===== config.mk =====
export PLATFORM = sky130hd
export DESIGN_NAME = ntc_ctrl
export DESIGN_NICKNAME = d
export VERILOG_FILES = /design/src/sv/ntc_pkg.sv /design/src/sv/ntc_ctrl.sv
export SDC_FILE = /design/constraint.sdc
export NUM_CORES = 1
export LEC_CHECK = 0
export BUFFER_PORTS_ARGS = -buffer_cell sky130_fd_sc_hd__buf_2
export CAP_MARGIN = 5
export CORE_AREA = 2 2 39 41
export CTS_BUF_LIST = sky130_fd_sc_hd__clkbuf_16
export DETAILED_ROUTE_END_ITERATION = 10
export DIE_AREA = 0 0 41 43
export PLACE_DENSITY_LB_ADDON = 0.08
export SYNTH_ARGS = -nofsm -noshare
export SYNTH_HDL_FRONTEND = slang
export SYNTH_SLANG_ARGS = --single-unit

===== constraint.sdc =====
create_clock -name clk -period 1.6 [get_ports clk]
set_input_delay 0 -clock clk [delete_from_list [all_inputs] [get_ports clk]]
set_output_delay 0 -clock clk [all_outputs]
set_load 0.005 [all_outputs]

===== src/sv/ntc_pkg.sv =====
// package: widths, constants, register indexes and shared types of the zone monitor
package ntc_pkg;
	localparam int AVG_DEPTH    = 8;
	localparam int MEDIAN_DEPTH = 5;
	localparam int FULL_SCALE   = 4096;
	localparam int AVG_IW       = (AVG_DEPTH > 1) ? $clog2(AVG_DEPTH) : 1;
	localparam int MED_IW       = (MEDIAN_DEPTH > 1) ? $clog2(MEDIAN_DEPTH) : 1;
	localparam int FILL_W       = $clog2(AVG_DEPTH + 1);
	localparam int SUM_W        = 12 + $clog2(AVG_DEPTH + 1);
	localparam int NUM_W        = 12 + 20 + 4;
	localparam int DIV_CW       = $clog2(NUM_W + 1);

	localparam logic [3:0] REG_SERIES = 4'd0;
	localparam logic [3:0] REG_COLD   = 4'd1;
	localparam logic [3:0] REG_FREEZE = 4'd2;
	localparam logic [3:0] REG_COOL   = 4'd3;
	localparam logic [3:0] REG_WARM   = 4'd4;
	localparam logic [3:0] REG_HOT    = 4'd5;
	localparam logic [3:0] REG_CCOOL  = 4'd6;
	localparam logic [3:0] REG_CWARM  = 4'd7;

	localparam logic [2:0] ZONE_COLD    = 3'd0;
	localparam logic [2:0] ZONE_FREEZE  = 3'd1;
	localparam logic [2:0] ZONE_COOL    = 3'd2;
	localparam logic [2:0] ZONE_WARM    = 3'd3;
	localparam logic [2:0] ZONE_HOT     = 3'd4;
	localparam logic [2:0] ZONE_OVER    = 3'd5;
	localparam logic [2:0] ZONE_UNKNOWN = 3'd7;

	typedef struct packed {
		logic load;
		logic fill;
		logic med_step;
		logic avg_push;
		logic sum_step;
		logic div_start;
		logic div_step;
		logic finish;
	} ntc_cmd_t;

	typedef struct packed {
		logic fill_done;
		logic med_last;
		logic sum_last;
		logic div_last;
	} ntc_sts_t;
endpackage


===== src/sv/ntc_ctrl.sv =====
// controller: sequences the median, averaging, division and classification steps
module ntc_ctrl (
	input  logic            clk,
	input  logic            arst_n,
	input  logic            in_valid,
	output logic            in_ready,
	input  logic            out_full,
	output ntc_pkg::ntc_cmd_t cmd,
	input  ntc_pkg::ntc_sts_t sts
);
	import ntc_pkg::*;

	typedef enum logic [4:0] {
		ST_IDLE = 5'b00001,
		ST_MED  = 5'b00010,
		ST_SUM  = 5'b00100,
		ST_DIV  = 5'b01000,
		ST_WAIT = 5'b10000
	} state_t;

	state_t state_q, state_d;

	assign in_ready = (state_q == ST_IDLE);

	always_comb begin
		state_d = state_q;
		cmd = '0;
		unique case (state_q)
			ST_IDLE: begin
				if (in_valid) begin
					cmd.load = 1'b1;
					if (sts.fill_done) state_d = ST_MED;
					else cmd.fill = 1'b1;
				end
			end
			ST_MED: begin
				cmd.med_step = 1'b1;
				if (sts.med_last) state_d = ST_SUM;
			end
			ST_SUM: begin
				cmd.sum_step = 1'b1;
				if (sts.sum_last) state_d = ST_DIV;
			end
			ST_DIV: begin
				cmd.div_step = 1'b1;
				if (sts.div_last) state_d = ST_WAIT;
			end
			ST_WAIT: begin
				// load the output register only on an edge where it is free
				if (!out_full) begin
					cmd.finish = 1'b1;
					state_d = ST_IDLE;
				end
			end
			default: state_d = ST_IDLE;
		endcase
		cmd.avg_push  = (state_q == ST_MED) && sts.med_last;
		cmd.div_start = (state_q == ST_SUM) && sts.sum_last;
	end

	always_ff @(posedge clk or negedge arst_n) begin
		if (!arst_n) state_q <= ST_IDLE;
		else state_q <= state_d;
	end
endmodule


==> flow_metrics.py <==
metrics = {
    "placed_design": {
        "dp_hpwl_um": 787,
        "dp_slack_ns": 0.0723,
        "portBuffers": 16,
        "gp_congestion": 0.741,
        "placed_area_um2": 512,
    },
    "setup_path": {
        "path_delay_family": "simple AND/OR/NAND/NOR gates",
        "worstPathBufferInverterCount": 1,
        "critPathLaunchType": "flop",
        "worst-path-max-fanout": 3,
        "critPathRequiredTime_ns": 1.60,
        "r2r_slack_ns": -0.02,
        "worst_path_max_delay_cell": "dfstp_2",
        "path_cells": "or4b_4, nor3b_4, and2b_1, buf_2",
        "cp-end-kind": "primary output",
        "slowest_delay_ns": 0.54,
        "cp_data_arrival_time_ns": 1.70,
        "path_class": "reg -> out",
    },
    "synth": {
        "synth-edff-count": 0,
        "yosysWarnings": 0,
        "synth-async-reset-ratio_pct": 100,
        "ys_seq_area_share_pct": 32.0,
        "synth_fa_ha_area_share_pct": 0,
        "synth.avg_cell_area_um2": 9.41,
        "syn_inst": 42,
        "synth_nets": 50,
        "synth_xor_xnor_area_share_pct": 2.22,
        "ys_ff_latch": 5,
        "synth_compound_area_share_pct": 16.8,
        "synth_cell_type_count": 28,
        "yosys-mux-area-fraction_pct": 0,
        "synth_top_family_by_area": "simple AND/OR/NAND/NOR gates",
        "netlist_top_cells_count": "dfrtp_1 (4), nor3_1 (4), a2111oi_0 (3), inv_1 (3), nor2_1 (3)",
        "yosys.area.top_type_share_pct": 25.3,
        "ys_top_cells_by_area": "dfrtp_1 (25%), dfstp_2 (6.6%), a2111oi_0 (6.6%)",
        "syn_area_um2": 395,
        "synth_ff_type": "dfrtp_1",
        "yosys.area_share.simple_pct": 38.9,
        "synth_top_cell_by_area": "dfrtp_1",
    },
    "drt": {
        "firstDrtPassIters": 4,
        "routedWlPerCell_um": 12.5,
        "dr_total_vias": 452,
        "drt-initial-drc-count": 3,
        "postRouteAntennaNets": 0,
        "drc_errors": 0,
        "vias_per_cell": 5.02,
        "routed_wl_um": 1130,
    },
    "floorplanning": {
        "die_area_um2": 1760,
        "rows": 14,
        "io_pins": 17,
        "dieWidth_um": 41,
        "initial_core_util_pct": 28.6,
        "coreArea_um2": 1380,
        "die_h_um": 43,
    },
    "grt": {
        "track_usage_pct": 13.8,
        "grt_antenna_before_repair": 0,
        "grt_overflow_total": 0,
        "grt_max_degree": 10,
        "grt_pass1_vias": 398,
        "grt_pass1_wl_um": 1670,
    },
    "clock_network": {
        "cts_buffers": 3,
        "h-tree-depth": 1,
        "clk_path_buf_depth": 2,
        "clock_sinks": 5,
        "cts_tree": "done",
        "clkLatencyLatePin_ns": 0.22,
        "clockRootBuffer": "clkbuf_16",
        "path_clk_slew_ns": 0.03,
    },
    "sta": {
        "slew_violations": 0,
        "hold_violations": 0,
        "max_clock_freq_ghz": 0.590,
        "rsz0062_at_grt": "true",
        "tightest_slew_ns": 0.486,
        "period_minus_slack_ns": 1.70,
        "worst_slack_ns": -0.0953,
        "hold_slack_ns": 0.0372,
        "fin_skew_ns": 0.00248,
        "period_share_pct": 106,
        "slew_headroom_pct": 66.8,
        "setup-tns-final_ns": -0.113,
        "setup_violations": 2,
    },
    "outcome": {
        "violations": "negative setup slack",
        "status": "complete, but fails checks",
    },
    "job": {
        "drv_cap": 0,
    },
    "power": {
        "p_leak_uw": 0.000339,
        "power_density_nw_per_um2": 1370,
        "vdd_drop_max_mv": 0.628,
        "power_uw": 958,
    },
    "final_layout": {
        "diodes": 0,
        "seqCellArea_um2": 129,
        "layout-drive-gt1-share_pct": 60.8,
        "regMostFlops": "state_q",
        "top_regs": "state_q x5",
        "areaGrowthSynthToFinish_pct": 77.2,
        "multi_input_area_um2": 255,
        "nets": 83,
        "final_area_um2": 701,
        "num-fill-cells": 141,
        "largest_register_ffs": 5,
    },
    "worst_hold_path": {
        "hp-class": "in -> reg",
    },
}
[repair_timing]
action,in CTS,in global routing
gates resized for setup,3,6
hold endpoints to repair,5,0
hold buffers,1,0
setup buffers,5,4
pin swaps,1,1
endpoints found under the setup margin,3,8
[worst paths after layout]
path | to | depth (start not counted) | from
worst max-delay path | cmd[6] | 4 | state_q[0]$_DFFE_PN1P_
worst min-delay path | state_q[1]$_DFFE_PN0P_ | 2 | sts[3]
worst max register to register | state_q[0]$_DFFE_PN1P_ | 4 | state_q[0]$_DFFE_PN1P_
worst min register to register | state_q[4]$_DFFE_PN0P_ | 2 | state_q[2]$_DFFE_PN0P_
max in group asynchronous | state_q[0]$_DFFE_PN1P_ | 2 | arst_n
min in group asynchronous | state_q[4]$_DFFE_PN0P_ | 2 | arst_n
[cells in the final DEF, fill, tap and decap left out, drive strengths merged, types with 2 or more instances in the layout]
master / synthesis / final
buf: 4 / 31
or4b: 2 / 2
clkbuf: 0 / 3
inv: 3 / 4
nand3b: 2 / 2
nor3: 4 / 4
nor3b: 2 / 2
a2111oi: 3 / 3
nor2: 3 / 3
dfrtp: 4 / 4
[cell families after synthesis]
| group | count (synthesis) |
|---|---|
| and+or+nand+nor | 21 |
| AOI/OAI and AO/OA | 8 |
| buffers and inverters | 7 |
| DFF | 5 |
| xor gates and xnor gates | 1 |
[metrics by stage]
| step | util (%) | std cells |
|---|---|---|
| 2_1_floorplan | - | 42 |
| 3_3_place_gp | 37.0 | 76 |
| 3_5_place_dp | 37.0 | 76 |
| 4_1_cts | 46.7 | 86 |
| 5_1_grt | 50.6 | 90 |
| 6_report | 50.6 | 90 |
[power by group]
part	internal, uW	switching [uW]	leakage [uW]	total (uW)
sequential	159	23.6	0.0000623	182
clock	323	77.5	0.0000423	401
combinational	219	157	0.000235	375
[final cells by class]
cell class / count / share of cell area, %
clock inverters: 1 / 0.536
repair buffers: 32 / 29.5
flip-flops and latches: 5 / 18.4
inverters: 3 / 1.61
clock buffers: 3 / 10.7
multi-input cells: 30 / 36.4
well taps: 16 / 2.86
[metal layers]
layer / GRT usage [%] / vias to the layer above / wire length, um
li1: - / 221 / -
met1: 16.0 / 219 / 473
met2: 23.4 / 12 / 610
met3: 2.09 / 0 / 43
met4: 6.00 / 0 / 0
met5: 0 / - / 0
Note: power is estimated with default switching activity, not from simulation.
