[src/sv/ntc_pkg.sv]
// package: widths, constants, register indexes and shared types of the zone monitor
package ntc_pkg;
	localparam int AVG_DEPTH    = 8;
	localparam int MEDIAN_DEPTH = 5;
	localparam int FULL_SCALE   = 4096;
	localparam int AVG_IW       = (AVG_DEPTH > 1) ? $clog2(AVG_DEPTH) : 1;
	localparam int MED_IW       = (MEDIAN_DEPTH > 1) ? $clog2(MEDIAN_DEPTH) : 1;
	localparam int FILL_W       = $clog2(AVG_DEPTH + 1);
	localparam int SUM_W        = 12 + $clog2(AVG_DEPTH + 1);
	localparam int NUM_W        = 12 + 20 + 4;
	localparam int DIV_CW       = $clog2(NUM_W + 1);

	localparam logic [3:0] REG_SERIES = 4'd0;
	localparam logic [3:0] REG_COLD   = 4'd1;
	localparam logic [3:0] REG_FREEZE = 4'd2;
	localparam logic [3:0] REG_COOL   = 4'd3;
	localparam logic [3:0] REG_WARM   = 4'd4;
	localparam logic [3:0] REG_HOT    = 4'd5;
	localparam logic [3:0] REG_CCOOL  = 4'd6;
	localparam logic [3:0] REG_CWARM  = 4'd7;

	localparam logic [2:0] ZONE_COLD    = 3'd0;
	localparam logic [2:0] ZONE_FREEZE  = 3'd1;
	localparam logic [2:0] ZONE_COOL    = 3'd2;
	localparam logic [2:0] ZONE_WARM    = 3'd3;
	localparam logic [2:0] ZONE_HOT     = 3'd4;
	localparam logic [2:0] ZONE_OVER    = 3'd5;
	localparam logic [2:0] ZONE_UNKNOWN = 3'd7;

	typedef struct packed {
		logic load;
		logic fill;
		logic med_step;
		logic avg_push;
		logic sum_step;
		logic div_start;
		logic div_step;
		logic finish;
	} ntc_cmd_t;

	typedef struct packed {
		logic fill_done;
		logic med_last;
		logic sum_last;
		logic div_last;
	} ntc_sts_t;
endpackage

[src/sv/ntc_datapath.sv]
// datapath: median window, average buffer, restoring divider and zone logic
module ntc_datapath (
	input  logic              clk,
	input  logic              arst_n,
	input  ntc_pkg::ntc_cmd_t cmd,
	output ntc_pkg::ntc_sts_t sts,
	input  logic [11:0]       sample,
	input  logic              charger_active,
	input  logic [19:0]       series_resistance,
	input  logic [31:0]       level_cold,
	input  logic [31:0]       level_freeze,
	input  logic [31:0]       level_cool,
	input  logic [31:0]       level_warm,
	input  logic [31:0]       level_hot,
	input  logic [4:0]        current_cool_code,
	input  logic [4:0]        current_warm_code,
	output logic [2:0]        zone,
	output logic              zone_changed,
	output logic [31:0]       resistance_x10,
	output logic [11:0]       average_sample,
	output logic              set_current,
	output logic [4:0]        current_code
);
	import ntc_pkg::*;

	logic [11:0]       win_q [MEDIAN_DEPTH];
	logic [11:0]       avg_q [AVG_DEPTH];
	logic [FILL_W-1:0] fill_q;
	logic [2:0]        last_zone_q;
	logic              charge_q;
	logic [MED_IW-1:0] mi_q;
	logic [MED_IW:0]   rank_q;
	logic [11:0]       med_q;
	logic              med_found_q;
	logic [AVG_IW-1:0] si_q;
	logic [SUM_W-1:0]  sum_q;
	logic [NUM_W-1:0]  num_q;
	logic [NUM_W-1:0]  rem_q;
	logic [12:0]       den_q;
	logic [DIV_CW-1:0] dc_q;
	logic              sat_q;
	logic [11:0]       mean_q;

	// rank of candidate mi: count smaller, and equal ones earlier in the window
	logic [MED_IW:0] below, equal_before;
	logic [11:0]     cand;
	always_comb begin
		cand = win_q[mi_q];
		below = '0;
		equal_before = '0;
		for (int k = 0; k < MEDIAN_DEPTH; k++) begin
			if (win_q[k] < cand) below = below + 1'b1;
			else if (win_q[k] == cand && k < int'(mi_q)) equal_before = equal_before + 1'b1;
		end
	end
	logic is_median;
	assign is_median = (below + equal_before) == (MED_IW+1)'(MEDIAN_DEPTH / 2);

	assign sts.fill_done = (fill_q == FILL_W'(AVG_DEPTH));
	assign sts.med_last  = (mi_q == MED_IW'(MEDIAN_DEPTH - 1));
	assign sts.sum_last  = (si_q == AVG_IW'(AVG_DEPTH - 1));
	assign sts.div_last  = (dc_q == DIV_CW'(NUM_W - 1));

	logic [SUM_W-1:0] sum_next;
	assign sum_next = sum_q + SUM_W'(avg_q[si_q]);
	logic [11:0] mean_next;
	assign mean_next = 12'(sum_next / AVG_DEPTH);
	logic [NUM_W:0] trial;
	assign trial = {rem_q, num_q[NUM_W-1]} - {{(NUM_W-12){1'b0}}, den_q};

	logic [11:0] med_sel;
	assign med_sel = (!med_found_q && is_median) ? cand : med_q;

	always_ff @(posedge clk or negedge arst_n) begin
		if (!arst_n) begin
			fill_q <= '0;
			last_zone_q <= ZONE_UNKNOWN;
			for (int k = 0; k < MEDIAN_DEPTH; k++) win_q[k] <= '0;
		end else begin
			if (cmd.load) begin
				for (int k = 0; k < MEDIAN_DEPTH - 1; k++) win_q[k] <= win_q[k+1];
				win_q[MEDIAN_DEPTH-1] <= sample;
				if (cmd.fill) fill_q <= fill_q + 1'b1;
			end
			if (cmd.finish) last_zone_q <= zone;
		end
	end

	always_ff @(posedge clk) begin
		if (cmd.load) begin
			charge_q <= charger_active;
			mi_q <= '0;
			med_found_q <= 1'b0;
			if (cmd.fill) avg_q[fill_q[AVG_IW-1:0]] <= sample;
		end
		if (cmd.med_step) begin
			mi_q <= mi_q + 1'b1;
			med_q <= med_sel;
			if (is_median) med_found_q <= 1'b1;
			si_q <= '0;
			sum_q <= '0;
		end
		if (cmd.avg_push) begin
			for (int k = 0; k < AVG_DEPTH - 1; k++) avg_q[k] <= avg_q[k+1];
			avg_q[AVG_DEPTH-1] <= med_sel;
		end
		if (cmd.sum_step) begin
			si_q <= si_q + 1'b1;
			sum_q <= sum_next;
		end
		if (cmd.div_start) begin
			mean_q <= mean_next;
			sat_q <= ({1'b0, mean_next} >= 13'(FULL_SCALE));
			den_q <= 13'(FULL_SCALE) - {1'b0, mean_next};
			num_q <= NUM_W'(mean_next) * NUM_W'(series_resistance) * NUM_W'(10);
			rem_q <= '0;
			dc_q <= '0;
		end
		if (cmd.div_step) begin
			dc_q <= dc_q + 1'b1;
			if (!trial[NUM_W]) begin
				rem_q <= trial[NUM_W-1:0];
				num_q <= {num_q[NUM_W-2:0], 1'b1};
			end else begin
				rem_q <= {rem_q[NUM_W-2:0], num_q[NUM_W-1]};
				num_q <= {num_q[NUM_W-2:0], 1'b0};
			end
		end
	end

	// quotient ends up in num_q after the last step
	always_comb begin
		if (sat_q || (num_q[NUM_W-1:32] != '0)) resistance_x10 = '1;
		else resistance_x10 = num_q[31:0];
		if (resistance_x10 >= level_cold) zone = ZONE_COLD;
		else if (resistance_x10 > level_freeze) zone = ZONE_FREEZE;
		else if (resistance_x10 > level_cool) zone = ZONE_COOL;
		else if (resistance_x10 > level_warm) zone = ZONE_WARM;
		else if (resistance_x10 > level_hot) zone = ZONE_HOT;
		else zone = ZONE_OVER;
		zone_changed = (zone != last_zone_q);
		average_sample = mean_q;
		set_current = 1'b0;
		current_code = '0;
		if (zone_changed && charge_q && zone == ZONE_COOL) begin
			set_current = 1'b1;
			current_code = current_cool_code;
		end else if (zone_changed && charge_q && zone == ZONE_WARM) begin
			set_current = 1'b1;
			current_code = current_warm_code;
		end
	end
endmodule

[config.mk]
export PLATFORM = sky130hd
export DESIGN_NAME = ntc_datapath
export DESIGN_NICKNAME = d
export VERILOG_FILES = /design/src/sv/ntc_pkg.sv /design/src/sv/ntc_datapath.sv
export SDC_FILE = /design/constraint.sdc
export NUM_CORES = 2
export LEC_CHECK = 0
export BUFFER_PORTS_ARGS = -buffer_cell sky130_fd_sc_hd__buf_2
export CORE_MARGIN = 4
export CORE_UTILIZATION = 26
export CTS_CLUSTER_SIZE = 24
export DETAILED_ROUTE_END_ITERATION = 6
export SLEW_MARGIN = 30
export SYNTH_ARGS = -nofsm -noshare
export SYNTH_HDL_FRONTEND = slang
export SYNTH_SLANG_ARGS = --single-unit
[constraint.sdc]
create_clock -name clk -period 15.5 [get_ports clk]
set_input_delay 3.1 -clock clk [delete_from_list [all_inputs] [get_ports clk]]
set_output_delay 3.1 -clock clk [all_outputs]
set_load 0.01 [all_outputs]
==> flow_summary.toml <==
[routing]
dr_total_vias = 23351
drt_pass1_iterations = 5
routed_via_density = 4.69
first_iter_violations = 1539
drc_errors = 0
routed_wl_mm = 82.7
wl_per_cell_um = 16.6
antenna_violating_nets_post_route = 0

[clock_network]
clock_tree.buffer_depth = 3
cts_resized = 0
cts.repair_timing.setup_buffer_count = 0
tritoncts = "yes"
root_buffer = "clkbuf_16"
clock_sink_count = 303
holdBufCountCts = 0
clock_tree.htree_level_count = 2
worst_skew_pair.late_latency_ps = 570
cts_inserted_buffers = 37
clkTransAtPathRegs_ps = 60

[place]
dpl.hpwl_mm = 65.1
buffers_on_ports = 270
finalWeightedCongestion = 0.912
dp_cells = 4900
post_dp_cell_area_um2 = 33500
dp_slack_ps = 3430

[global_route]
grt_max_degree = 98
gr-usage-met1 = 0.178
globalRouteMet2Util = 0.213
use_met3 = 0.0338
antenna_found_initial = 19
aggregate_global_route_resource_usage = 0.132
grt_most_used_layer = "met2"
grt_remaining_overflow = 0
wire_length_of_the_first_global_routing_pass_mm = 129
grt_pass1_vias = 23247

[run_status]
run_status = "completed"

[run]
drv_cap = 0

[synthesis]
post_synth_edffs = 232
synth_area_um2 = 30300
synth.most_common_cell = "nand2_1"
synth.yosys.warnings = 0
synth_top_cells_by_area = "edfxtp_1 23%, ha_1 16%, fa_1 12%"
synth.cells.most_frequent = "502 x nand2_1, 454 x inv_1, 385 x ha_1"
yosys_register_bits = 303
postSynth.topFlopCell = "edfxtp_1"
syn_area_per_cell_um2 = 9.52
synthesis.nets = 3967
synthCells = 3185
synth_top_area_frac = 0.230
synth.largest_area_cell = "edfxtp_1"
postSynth.asyncResetShare = 0.221
ys_seq_area_frac = 0.288
synth_cell_types = 92

[floorplanning]
fp.dieArea_um2 = 122000
design.portCount = 271
coreArea_um2 = 116000
initial_core_util = 0.261
die_width_um = 349
die-height_um = 349
floorplan.rows = 125

[cells_and_area]
final-instance-count-excl-fill = 4978
final_cell_area_um2 = 34800
areaGrowthSynthToFinish_pct = 14.8
finalNetCount = 4197
drive_above_1_share = 0.154

[setup_path]
setup.worst_path.class = "flip-flop to flip-flop"
worstPathMaxFanout = 24
setup.reg_to_reg.worst_slack_ps = 3520
crit_path_end_kind = "flip-flop"
critPathSlowestCell = "mux4_2"
setup.worst_path.start_class = "flip-flop"
rr_endpoint = "num_q[33]$_DFFE_PP_"
r2r_cells = 43
required_ps = 15810
worst_path_most_repeated_cell = "fa_1"
worstPathArrival_ps = 12290
critical-path-max-stage-delay_ps = 570

[timing]
layout_worst_path_cycle_share = 0.773
max-slew-margin-rel = 0.335
min_period_ps = 11980
fin_ws_ps = 3520
timing.fmax_mhz = 83.5
finalClockSkew_ps = 35.6
final_hold_viol_count = 0
report.final.setup_viol = 0
setup_repair_after_global_routing_missed_its_margin = "false"
timing.setup.tns_ps = 0
timing.final.max_slew_violations = 0
worstMarginPinSlew_ps = 972

[hold_path]
timing.hold.worst.start = "fill_q[3]$_DFFE_PN0P_"
worstHoldPathCells = 1
worstHoldEndpoint = "fill_q[3]$_DFFE_PN0P_"
kind_of_path_behind_the_tightest_hold_check = "flip-flop to flip-flop"
[placed cells by master (no fill, tap or decap), types with 26 or more instances in the layout]
| master | n |
|---|---|
| a21o_1 | 74 |
| a21oi_1 | 129 |
| and2_1 | 96 |
| buf_2 | 269 |
| buf_4 | 28 |
| clkbuf_16 | 38 |
| dfrtp_1 | 64 |
| edfxtp_1 | 232 |
| fa_1 | 184 |
| ha_1 | 385 |
| inv_1 | 454 |
| mux2_2 | 86 |
| mux4_2 | 31 |
| nand2_1 | 502 |
| nand2b_1 | 56 |
| nand3_1 | 35 |
| nand4_1 | 40 |
| nor2_1 | 107 |
| nor2b_1 | 26 |
| nor3_1 | 32 |
| o21ai_0 | 118 |
| xnor2_1 | 55 |
| xor2_1 | 46 |
[registers in the layout, summed over array words and instances (netlist names), 6 cells and up, named ones only]
| signal | count |
|---|---|
| average_sample | 11 |
| rem_q | 36 |
| med_q | 12 |
| avg_q | 96 |
| den_q | 13 |
| win_q | 60 |
| sum_q | 15 |
| dc_q | 6 |
| num_q | 36 |
[worst max-delay path by stage]
stage | startpoint | endpoint | cells past startpoint
final | flip-flop | num_q[33]$_DFFE_PP_ | 43
after global routing | flip-flop | num_q[33]$_DFFE_PP_ | 43
after CTS | flip-flop | num_q[31]$_DFFE_PP_ | 43
after detailed placement | flip-flop | num_q[33]$_DFFE_PP_ | 43
after global placement | flip-flop | num_q[33]$_DFFE_PP_ | 46
after floorplan | flip-flop | num_q[33]$_DFFE_PP_ | 47
[per-stage QoR]
step | util | hold WS, ps
floorplan | - | 441
finish | 0.300 | 469
detailed placement | 0.289 | 460
global route | 0.300 | 498
CTS | 0.300 | 469
global placement | 0.289 | 456
[layer usage]
metal  wire length, µm  vias up
met4              1920       12
met3              6560      114
li1                  -    11325
met1             37900    11228
met5                83        -
met2             36200      672
[area by class of cell]
cell class / count / area [µm²]
antenna: 11 / 27.5
fill: 12129 / 81300
tap: 1524 / 1910
multi-input combinational: 2319 / 19600
timing repair buffer: 300 / 1600
clock buffer: 49 / 1000
inverter: 454 / 1700
sequential: 303 / 8730
clock inverter: 18 / 236
[critical path, delay by kind of cell (launching register included)]
kind / cells / cell delay, ps
xor+xnor: 2 / 460
compound gates: 19 / 4590
buf+inv: 6 / 950
simple gates: 5 / 770
mux: 2 / 810
fa+ha+maj: 9 / 3850
flops: 1 / 310
[kinds of logic after synthesis]
family	count (synthesis)	synth area share
buffers and inverters	563	0.0707
AOI/OAI and AO/OA	493	0.105
and+or+nand+nor	1002	0.159
xor gates and xnor gates	115	0.0341
DFF	303	0.288
muxes	140	0.0634
adders and majority gates	569	0.280
Power is not shown: default switching activity piles up to over one toggle a cycle in this logic, so the estimate is an artifact.
